`src/rtl/drc_pkg.sv`:
```
package drc_pkg;

  localparam int COORD_BITS  = 13;
  localparam int MERGE_LIMIT = 16;
  localparam int LIST_DEPTH  = MERGE_LIMIT + 1;
  localparam int IDX_BITS    = 5;

  localparam logic [1:0] CMD_ADD   = 2'd0;
  localparam logic [1:0] CMD_FULL  = 2'd1;
  localparam logic [1:0] CMD_DRAIN = 2'd2;

  localparam logic [1:0] KIND_STATUS = 2'd0;
  localparam logic [1:0] KIND_RECT   = 2'd1;
  localparam logic [1:0] KIND_NONE   = 2'd2;

  // apb byte addresses
  localparam logic [2:0] REG_SCREEN_WIDTH  = 3'd0;
  localparam logic [2:0] REG_SCREEN_HEIGHT = 3'd4;

  typedef logic [COORD_BITS-1:0] coord_t;

  typedef struct packed {
    coord_t x;
    coord_t y;
    coord_t w;
    coord_t h;
  } box_t;

  typedef struct packed {
    logic [1:0]         cmd;
    logic signed [15:0] in_x;
    logic signed [15:0] in_y;
    logic signed [15:0] in_w;
    logic signed [15:0] in_h;
  } req_t;

  typedef struct packed {
    logic [1:0] kind;
    coord_t     rect_x;
    coord_t     rect_y;
    coord_t     rect_w;
    coord_t     rect_h;
    logic       last;
    logic       full_pending;
    logic [4:0] entry_count;
  } rsp_t;

endpackage

```
`src/rtl/drc_clip.sv`:
```
module drc_clip import drc_pkg::*; (
  input  req_t   req,
  input  coord_t screen_width,
  input  coord_t screen_height,
  output box_t   clipped,
  output logic   nonempty
);

  logic signed [17:0] x0, y0, x2, y2, sw, sh, xm, ym, cx, cy, cw, ch;

  always_comb begin
    x0 = {{2{req.in_x[15]}}, req.in_x};
    y0 = {{2{req.in_y[15]}}, req.in_y};
    x2 = x0 + {{2{req.in_w[15]}}, req.in_w};
    y2 = y0 + {{2{req.in_h[15]}}, req.in_h};
    sw = {5'b0, screen_width};
    sh = {5'b0, screen_height};
    cx = x0[17] ? 18'sd0 : x0;
    cy = y0[17] ? 18'sd0 : y0;
    xm = (x2 < sw) ? x2 : sw;
    ym = (y2 < sh) ? y2 : sh;
    cw = xm - cx;
    ch = ym - cy;
    nonempty  = !cw[17] && (cw != 18'sd0) && !ch[17] && (ch != 18'sd0);
    clipped.x = cx[COORD_BITS-1:0];
    clipped.y = cy[COORD_BITS-1:0];
    clipped.w = cw[COORD_BITS-1:0];
    clipped.h = ch[COORD_BITS-1:0];
  end

endmodule

```
`src/rtl/dirty_rect_coalescer.sv`:
```
// screen damage tracker
// req channel (req_valid/req_stall/req): one command item, accepted when
// req_valid is high and req_stall low. cmd add clips a rectangle to the
// screen and folds it into a stored list; force marks a full redraw;
// drain hands out the stored damage.
// rsp channel (rsp_valid/rsp_stall/rsp): add and force give one status
// item; drain gives one item per stored rectangle (last on the final one),
// the whole screen, or a nothing-pending item.
// the list sits in a 17-entry single-port ram with registered read data.
// an add then runs a pairwise merge pass over the ram, visiting every later
// entry for each stored entry, with up to 17 entries in the list. a drain
// reads the stored rectangles out of the ram one by one.
// one item is worked on at a time; req_stall is low only while idle.
// a stalled rsp holds its item; the block waits for the output register to
// free up before loading the next result.
// apb registers: screen_width at 0x0, screen_height at 0x4, reset to zero.
// reset (rst, synchronous) empties the list and clears the full redraw flag.
module dirty_rect_coalescer import drc_pkg::*; (
  input  logic        clk,
  input  logic        rst,
  input  logic        req_valid,
  output logic        req_stall,
  input  req_t        req,
  output logic        rsp_valid,
  input  logic        rsp_stall,
  output rsp_t        rsp,
  input  logic        psel,
  input  logic        penable,
  input  logic        pwrite,
  input  logic [2:0]  paddr,
  input  logic [31:0] pwdata,
  output logic [31:0] prdata,
  output logic        pready
);

  localparam logic [3:0] S_IDLE = 4'd0;
  localparam logic [3:0] S_ADD  = 4'd1;
  localparam logic [3:0] S_LDI  = 4'd2;
  localparam logic [3:0] S_GETI = 4'd3;
  localparam logic [3:0] S_RD   = 4'd4;
  localparam logic [3:0] S_EV   = 4'd5;
  localparam logic [3:0] S_FINI = 4'd6;
  localparam logic [3:0] S_CHK  = 4'd7;
  localparam logic [3:0] S_EMIT = 4'd8;
  localparam logic [3:0] S_DRD  = 4'd9;
  localparam logic [3:0] S_DOUT = 4'd10;

  function automatic logic overlap(box_t a, box_t b);
    logic [COORD_BITS:0] ar, br, ab, bb;
    ar = {1'b0, a.x} + {1'b0, a.w};
    br = {1'b0, b.x} + {1'b0, b.w};
    ab = {1'b0, a.y} + {1'b0, a.h};
    bb = {1'b0, b.y} + {1'b0, b.h};
    return ({1'b0, a.x} < br) && ({1'b0, b.x} < ar) &&
           ({1'b0, a.y} < bb) && ({1'b0, b.y} < ab);
  endfunction

  function automatic box_t merge(box_t a, box_t b);
    logic [COORD_BITS:0] ar, br, ab, bb, rx, by;
    coord_t nx, ny;
    box_t r;
    ar = {1'b0, a.x} + {1'b0, a.w};
    br = {1'b0, b.x} + {1'b0, b.w};
    ab = {1'b0, a.y} + {1'b0, a.h};
    bb = {1'b0, b.y} + {1'b0, b.h};
    nx = (a.x < b.x) ? a.x : b.x;
    ny = (a.y < b.y) ? a.y : b.y;
    rx = (ar > br) ? ar : br;
    by = (ab > bb) ? ab : bb;
    r.x = nx;
    r.y = ny;
    r.w = COORD_BITS'(rx - {1'b0, nx});
    r.h = COORD_BITS'(by - {1'b0, ny});
    return r;
  endfunction

  logic [3:0]          state;
  coord_t              screen_width, screen_height;
  req_t                item;
  logic [IDX_BITS-1:0] cnt, i, j, wp, k, dn;
  logic                full_redraw;
  box_t                acc;
  logic [1:0]          emit_kind;
  box_t                emit_box;

  box_t                mem [LIST_DEPTH];
  box_t                rdata;
  logic                re, we;
  logic [IDX_BITS-1:0] raddr, waddr;
  box_t                wdata;

  box_t                clipped;
  logic                nonempty;
  logic                out_free;
  logic                rsp_load;
  logic                screen_zero;

  drc_clip u_clip (
    .req          (item),
    .screen_width (screen_width),
    .screen_height(screen_height),
    .clipped      (clipped),
    .nonempty     (nonempty)
  );

  assign pready      = 1'b1;
  assign req_stall   = (state != S_IDLE);
  assign out_free    = !rsp_valid || !rsp_stall;
  assign rsp_load    = ((state == S_EMIT) || (state == S_DOUT)) && out_free;
  assign screen_zero = (screen_width == '0) || (screen_height == '0);

  always_comb begin
    prdata = '0;
    prdata[COORD_BITS-1:0] = paddr[2] ? screen_height : screen_width;
  end

  always_ff @(posedge clk) begin
    if (rst) begin
      screen_width  <= '0;
      screen_height <= '0;
    end else if (psel && penable && pwrite) begin
      if (paddr[2]) screen_height <= pwdata[COORD_BITS-1:0];
      else          screen_width  <= pwdata[COORD_BITS-1:0];
    end
  end

  // ram port control
  always_comb begin
    re    = 1'b0;
    raddr = i;
    we    = 1'b0;
    waddr = cnt;
    wdata = clipped;
    case (state)
      S_ADD: begin
        we = !full_redraw && !screen_zero && nonempty;
      end
      S_LDI: begin
        re = 1'b1;
      end
      S_RD: begin
        re    = 1'b1;
        raddr = j;
      end
      S_EV: begin
        we    = !overlap(acc, rdata);
        waddr = wp;
        wdata = rdata;
      end
      S_FINI: begin
        we    = 1'b1;
        waddr = i;
        wdata = acc;
      end
      S_DRD: begin
        re    = 1'b1;
        raddr = k;
      end
      default: ;
    endcase
  end

  always_ff @(posedge clk) begin
    if (we) mem[waddr] <= wdata;
    if (re) rdata <= mem[raddr];
  end

  always_ff @(posedge clk) begin
    if (rst) begin
      state       <= S_IDLE;
      cnt         <= '0;
      full_redraw <= 1'b0;
      rsp_valid   <= 1'b0;
    end else begin
      if (rsp_valid && !rsp_stall && !rsp_load) rsp_valid <= 1'b0;
      case (state)
        S_IDLE: begin
          if (req_valid) begin
            item <= req;
            case (req.cmd)
              CMD_ADD: begin
                emit_kind <= KIND_STATUS;
                emit_box  <= '0;
                state     <= S_ADD;
              end
              CMD_FULL: begin
                full_redraw <= 1'b1;
                cnt         <= '0;
                emit_kind   <= KIND_STATUS;
                emit_box    <= '0;
                state       <= S_EMIT;
              end
              CMD_DRAIN: begin
                if (screen_zero) begin
                  cnt         <= '0;
                  full_redraw <= 1'b0;
                  emit_kind   <= KIND_NONE;
                  emit_box    <= '0;
                  state       <= S_EMIT;
                end else if (full_redraw) begin
                  full_redraw <= 1'b0;
                  cnt         <= '0;
                  emit_kind   <= KIND_RECT;
                  emit_box    <= '{x: '0, y: '0, w: screen_width, h: screen_height};
                  state       <= S_EMIT;
                end else if (cnt == '0) begin
                  emit_kind <= KIND_NONE;
                  emit_box  <= '0;
                  state     <= S_EMIT;
                end else begin
                  dn    <= cnt;
                  cnt   <= '0;
                  k     <= '0;
                  state <= S_DRD;
                end
              end
              default: begin
                emit_kind <= KIND_STATUS;
                emit_box  <= '0;
                state     <= S_EMIT;
              end
            endcase
          end
        end
        S_ADD: begin
          if (!full_redraw && !screen_zero && nonempty) begin
            cnt   <= cnt + 1'b1;
            i     <= '0;
            state <= S_LDI;
          end else begin
            state <= S_EMIT;
          end
        end
        S_LDI: state <= S_GETI;
        S_GETI: begin
          acc   <= rdata;
          j     <= i + 1'b1;
          wp    <= i + 1'b1;
          state <= (i + 1'b1 < cnt) ? S_RD : S_FINI;
        end
        S_RD: state <= S_EV;
        S_EV: begin
          // survivors are compacted down to wp as the scan moves on
          if (overlap(acc, rdata)) acc <= merge(acc, rdata);
          else                     wp  <= wp + 1'b1;
          j     <= j + 1'b1;
          state <= (j + 1'b1 < cnt) ? S_RD : S_FINI;
        end
        S_FINI: begin
          cnt   <= wp;
          i     <= i + 1'b1;
          state <= (i + 1'b1 < wp) ? S_LDI : S_CHK;
        end
        S_CHK: begin
          if (cnt > IDX_BITS'(MERGE_LIMIT)) begin
            full_redraw <= 1'b1;
            cnt         <= '0;
          end
          state <= S_EMIT;
        end
        S_EMIT: begin
          if (out_free) begin
            rsp_valid        <= 1'b1;
            rsp.kind         <= emit_kind;
            rsp.rect_x       <= emit_box.x;
            rsp.rect_y       <= emit_box.y;
            rsp.rect_w       <= emit_box.w;
            rsp.rect_h       <= emit_box.h;
            rsp.last         <= 1'b1;
            rsp.full_pending <= full_redraw;
            rsp.entry_count  <= cnt;
            state            <= S_IDLE;
          end
        end
        S_DRD: state <= S_DOUT;
        S_DOUT: begin
          if (out_free) begin
            rsp_valid        <= 1'b1;
            rsp.kind         <= KIND_RECT;
            rsp.rect_x       <= rdata.x;
            rsp.rect_y       <= rdata.y;
            rsp.rect_w       <= rdata.w;
            rsp.rect_h       <= rdata.h;
            rsp.last         <= (k + 1'b1 == dn);
            rsp.full_pending <= full_redraw;
            rsp.entry_count  <= cnt;
            k                <= k + 1'b1;
            state            <= (k + 1'b1 == dn) ? S_IDLE : S_DRD;
          end
        end
        default: state <= S_IDLE;
      endcase
    end
  end

endmodule

```
`config.mk`:
```
export PLATFORM = sky130hd
export DESIGN_NAME = dirty_rect_coalescer
export DESIGN_NICKNAME = d
export VERILOG_FILES = /design/src/rtl/drc_pkg.sv /design/src/rtl/drc_clip.sv /design/src/rtl/dirty_rect_coalescer.sv
export SDC_FILE = /design/constraint.sdc
export NUM_CORES = 2
export LEC_CHECK = 0
export ABC_AREA = 1
export BUFFER_PORTS_ARGS = -buffer_cell sky130_fd_sc_hd__buf_2
export CAP_MARGIN = 5
export CORE_UTILIZATION = 35
export DETAILED_ROUTE_END_ITERATION = 7
export GPL_TIMING_DRIVEN = 0
export PLACE_DENSITY = 0.51
export SLEW_MARGIN = 15
export SYNTH_ARGS = -nofsm -noshare
export SYNTH_HDL_FRONTEND = slang
export SYNTH_HIERARCHICAL = 1
export SYNTH_SLANG_ARGS = --single-unit
export TNS_END_PERCENT = 100
```
`constraint.sdc`:
```
create_clock -name clk -period 10.6 [get_ports clk]
set_clock_uncertainty 0.15 [all_clocks]
set_input_delay 0 -clock clk [delete_from_list [all_inputs] [get_ports clk]]
set_output_delay 0 -clock clk [all_outputs]
set_load 0.03 [all_outputs]
```
Word level (Yosys, flattened, before mapping) --
Memories as Yosys holds them, arrays and structs flattened. A register that Yosys moved wholly into a read port is not among the register bits. Cells that the tools add are included.
Word-level totals: logic and storage cells 214, bits of input ports 108, bits in writable memories 884, memories kept 1, register bits 267, output and inout bits 96
Memories:
- mem | words 17, bits a word 52, rd ports 1, clocked after memory_dff 1, write ports 1, RTL line dirty_rect_coalescer.sv:86 | box_t mem [LIST_DEPTH];
Cells by class: order comparisons 14, reduce and logical (&&, ||, !) cells 55, eq/ne operators 27, multiplexer cells 65, add/subtract/negate cells 15, bitwise logic cells 6
Operator list (count):
- 52-bit one-hot mux with 2 select lines | 2
- 61-bit two-way mux | 2
- 61-bit one-hot mux with 2 select lines | 1
- 5-bit one-hot mux with 2 select lines | 7
- 13-bit two-way mux | 5
- 5-bit two-way mux | 13
- 13-bit by 13-bit adder with 14-bit output | 4
- 13-bit by 14-bit less-than comparator with 1-bit output | 4
- 26-bit two-way mux | 2
- 52-bit two-way mux | 1
- 4-bit one-hot mux with 11 select lines | 1
- 18-bit by 14-bit less-than comparator with 1-bit output | 2
- 18-bit two-way mux | 2
- 18-bit nonzero test | 2
- 18-bit subtractor | 2
- 16-bit by 16-bit adder with 17-bit output | 2
- 15-bit two-way mux | 2
- 14-bit greater-than comparator | 2
- 13-bit logical NOT | 2
- 13-bit less-than comparator | 2
- 13-bit subtractor | 2
- 5-bit by 1-bit adder with 5-bit output (second input constant) | 5
- 4-bit two-way mux | 5
- 2-bit != test (second input constant) | 10
- other kinds (37) | 100

Depth between registers and ports, before layout --
depth after elaboration 12, gate-level depth with buffers 46, mapped depth without buffers 44

Hierarchy --
Netlist, hierarchy kept.
Modules (own cells, without submodules):
- dirty_rect_coalescer | sequential area each 35814.3 µm², times used 1, cells an instance 4694, area each 54238.3 µm²
- drc_clip | sequential area each 0.0 µm², times used 1, cells an instance 825, area each 4565.6 µm²

Worst setup path after synthesis --
OpenSTA, ideal clock, no wires.
path kind reg-to-reg, start reg item[48] (netlist bit), end mem mem[16][0] (netlist bit) (enable), slack 2.334 ns, path buffers 2, data arrival time 7.637 ns, period minus slack after synthesis 8.266 ns, cell stages (with the launch flop) 39, cell sequence edfxtp_1 ha_1 fa_1 nand3_1 nand2_1 a21oi_1 o21ai_0 xor2_1 inv_1 ha_1 a21oi_1 o211ai_1 o21ai_0 nand3_1 nor2_1 nand4_1 ha_1 clkbuf_1 [3 not listed] o21ai_0 fa_1 nand3_1 nand3_1 nand2_1 nand2_1 nand2_1 nand3_1 nand2_1 nand2_1 and3_1 nand3_1 nand2_1 nor2_1 nand2_1 nand2_1 o21ai_0 a21oi_1
On the way: word-level cells in the longest chain between the ends 12, elaborated cells on any way between the ends 14, classes of those cells 2 x add/sub; 1 x order compare; 5 x mux; 6 x reduce/logical
Ends and longest elaborated chain:
- start: declaration | RTL line dirty_rect_coalescer.sv:79 | req_t item;
- start signal: assignment | RTL line dirty_rect_coalescer.sv:179 | item <= req;
- 16-bit by 16-bit adder with 17-bit output | RTL line drc_clip.sv:14 | x2 = x0 + {{2{req.in_w[15]}}, req.in_w};
- 18-bit by 14-bit less-than comparator with 1-bit output | RTL line drc_clip.sv:20 | xm = (x2 < sw) ? x2 : sw;
- 18-bit two-way mux | RTL line drc_clip.sv:20
- 18-bit subtractor (*) | RTL line drc_clip.sv:22 | cw = xm - cx;
- 18-bit nonzero test / 1-bit logical NOT (equally long branches) | RTL line drc_clip.sv:24 | nonempty = !cw[17] && (cw != 18'sd0) && !ch[17] && (ch != 18'sd0);
- 1-bit logical AND (*) (3 in a row) | RTL line drc_clip.sv:24
- via nonempty | RTL line dirty_rect_coalescer.sv:93 | logic nonempty;
- 1-bit logical AND (*) | RTL line dirty_rect_coalescer.sv:136 | we = !full_redraw && !screen_zero && nonempty;
- 1-bit one-hot mux with 3 select lines (*) | RTL line dirty_rect_coalescer.sv:134 | case (state)
- 1-bit two-way mux (*) | RTL line dirty_rect_coalescer.sv:164 | if (we) mem[waddr] <= wdata;
- 1-bit two-way mux (not written as such) (*) | RTL line dirty_rect_coalescer.sv:164
- end: declaration | RTL line dirty_rect_coalescer.sv:86
The timed path passes the listed nets; every way through them passes the cells marked *.

Worst setup path in the final report --
start reg item[48] (netlist bit), end mem mem[14][18] (netlist bit) (enable)
The elaborated chain is that of the path after synthesis.

==> metrics.md <==
| Metric | Value |
|---|---|
| Outcome | `finished, final reports clean` |
| Count of endpoints failing hold in the final timing report | `0` |
| Sw Share | `0.2963` |
| Leak pwr | `26.59 nW` |
| Startpoint type of the worst setup path | `register` |
| TritonCTS buffer count | `136` |
| Max-cap violations | `0` |
| Mean routed wirelength per cell | `25.39 µm` |
| Part of the power in combinational logic | `0.194` |
| Count of vias placed by the detailed router | `45717` |
| Total congestion overflow | `0` |
| Maximum number of pins on one net before global-route repair | `53` |
| Net count of the finished layout | `about 6600` |
| Post-synthesis cell area | `~0.059 mm²` |
| Clock transition at path regs | `around 0.07 ns` |
| Fraction of layout instances using a drive strength above 1 | `0.1137` |
| Fin util | `0.4272` |
| Slew Viols, Final | `0` |
| Fill cell count | `about 16000` |
| Data arrival time at the worst-slack endpoint | `9.21 ns` |
| Post-route DRC violation count | `0` |
| Most common library cell in the layout ignoring fill and taps | `sky130_fd_sc_hd__edfxtp_1` |
| Wire length of the first global-routing pass | `about 310000 µm` |
| CTS root buf | `sky130_fd_sc_hd__clkbuf_16` |
| Syn. warnings | `6` |
| Achievable clock frequency | `~110 MHz` |
| Effective utilization at floorplan | `0.3544` |
| Cell with the largest stage delay on the worst path | `sky130_fd_sc_hd__nor2_4` |
| Min Clock Period, post-route | `8.894 ns` |
| Crit end category | `register` |
| Power Density | `184.0 mW/mm²` |
| Standard-cell row count | `149` |
| Clock share of power | `0.366` |
| # IOs | `204` |
| DP Worst Slack | `1.832 ns` |
| Die Ht | `411.7 µm` |
| Die Footprint | `0.1695 mm²` |
| Number of antenna violations at the first check in global routing | `10` |
| Routed WL | `215000 µm` |
| Type of the setup path with the least slack | `register to register` |
| Buffers inserted by post-CTS timing repair | `0` |
| HPWL reported at the end of detailed placement | `163600 µm` |
| Resize count post-CTS | `0` |
| Portion of total power attributed to sequential cells | `0.440` |
| Clock Path Buffers | `3` |
| Worst IR drop on VDD | `133.9 µV` |
| First DRT Iteration DRCs | `5037` |
| Count of mapped cells out of synthesis | `5517` |
| Syn Area/Cell | `10.65 µm²` |
| Synth-to-layout area growth | `20.52%` |
| Routed Antenna Nets | `0` |
| Maximum level of the CTS H-tree | `4` |
| Required arrival time at the worst endpoint | `around 11 ns` |
| Internal power | `between 9 and 10 mW` |
| Clock tree from TritonCTS | `built` |
| Transition time at the pin with the least slew margin | `1.225 ns` |
| Die Span X | `411.7 µm` |
| Vias per cell | `5.398` |
| Min-delay worst type | `input port to register` |
| Crit path setup slack, layout | `1.706 ns` |
| Area used by multi-input combinational logic | `0.02037 mm²` |
| Unrepaired setup endpoints after global routing | `false` |
| Post-layout total power | `13.03 mW` |
| Critical Path Most Common Cell | `sky130_fd_sc_hd__nand2_1` |
| Number of search-and-repair iterations in the first detailed-routing pass | `7` |
| RePlAce Congestion | `0.9352` |
| Worst max-slew margin expressed relative to the limit | `0.1833` |
| Worst-skew pair later-pin latency | `~0.8 ns` |
| Maximum single-stage delay on the critical path | `0.71 ns` |
| Sw Pwr | `3.860 mW` |
| Std-Cell Core Area | `0.1657 mm²` |
| Number of sinks on the clock net | `roughly 1200` |
| Area of all sequential standard cells | `around 0.036 mm²` |
| GRT Total Usage | `0.2493` |
| Fin crit share | `0.8391` |
| Setup violation total in the final timing report | `0` |
| Port-buffer cells | `approximately 160` |
| Maximum fanout along the worst path | `20` |
| Most frequent cells in the layout | `sky130_fd_sc_hd__edfxtp_1 (1166), sky130_fd_sc_hd__nand2_1 (842), sky130_fd_sc_hd__nor2_1 (723)` |
| Vias in the first global route | `44712` |
-- metal layers --
layer	GRT usage	wire, µm
met1	0.3284	90520
met2	0.4158	101700
met3	0.03983	15230
met4	0.08384	7569
met5	0	23
-- flip-flops by register name, summed over array words and instances (netlist names), 13 cells and up --
| signal | count |
|---|---|
| acc | 52 |
| emit_box | 26 |
| item | 64 |
| rsp | 61 |
| screen_width | 13 |
| screen_height | 13 |
| mem | 884 |
| rdata | 52 |
-- critical path: cells and delay by family (launching register included) --
family | cells | cell delay, ns
buffers and inverters | 4 | 0.96
adder cells (fa/ha/maj) | 5 | 1.74
XOR/XNOR | 1 | 0.22
flip-flops | 1 | 0.40
AND/OR/NAND/NOR | 27 | 3.98
AO/OA/AOI/OAI | 4 | 1.07
-- final timing paths --
path	start	to	slack [ns]	cells past startpoint
hold reg to reg	emit_kind[0]	rsp[59]	0.35	1
setup / recovery	item[48]	mem[14][18]	1.71	41
hold / removal	pwdata[1]	screen_height[1]	0.05	4
setup reg to reg	item[48]	mem[14][18]	1.71	41
-- through the flow --
step / area [µm²] / hold WS (ns) / setup TNS (ns) / std cells
global placement: 62360 / 0.02887 / -1515.57 / 7885
global route: 70790 / 0.03286 / 0 / 8467
CTS: 70790 / 0.002657 / 0 / 8467
detailed placement: 64430 / 0.02814 / 0 / 8032
floorplan: 58810 / -0.05113 / 0 / 5535
finish: 70800 / 0.04938 / 0 / 8469
-- power by group through the flow --
| stage | sequential [mW] | combinational, mW | clock, mW |
|---|---|---|---|
| 2_1_floorplan | 5.85 | 1.26 | 0 |
| 3_3_place_gp | 5.90 | 2.11 | 0 |
| 3_5_place_dp | 5.84 | 2.42 | 0 |
| 4_1_cts | 5.74 | 2.49 | 4.84 |
| 5_1_grt | 5.74 | 2.73 | 5.01 |
| 6_report | 5.74 | 2.52 | 4.77 |
-- timing repair --
| action | 4_1_cts | 5_1_grt |
|---|---|---|
| hold buffers | 190 | 0 |
| hold endpoints to repair | 215 | 0 |
| endpoints found under the setup margin | 0 | 0 |
-- area by class of cell --
cell class                 instances  area share
buffer                           269     0.01840
multi-input combinational       3618      0.2877
timing repair buffer             498     0.06355
antenna                            2  0.00007069
sequential                      1203      0.5050
clock buffer                     173     0.05078
tap                             2189     0.03869
inverter                         445     0.02359
clock inverter                    72     0.01223
(Power assumes the default switching activity.)
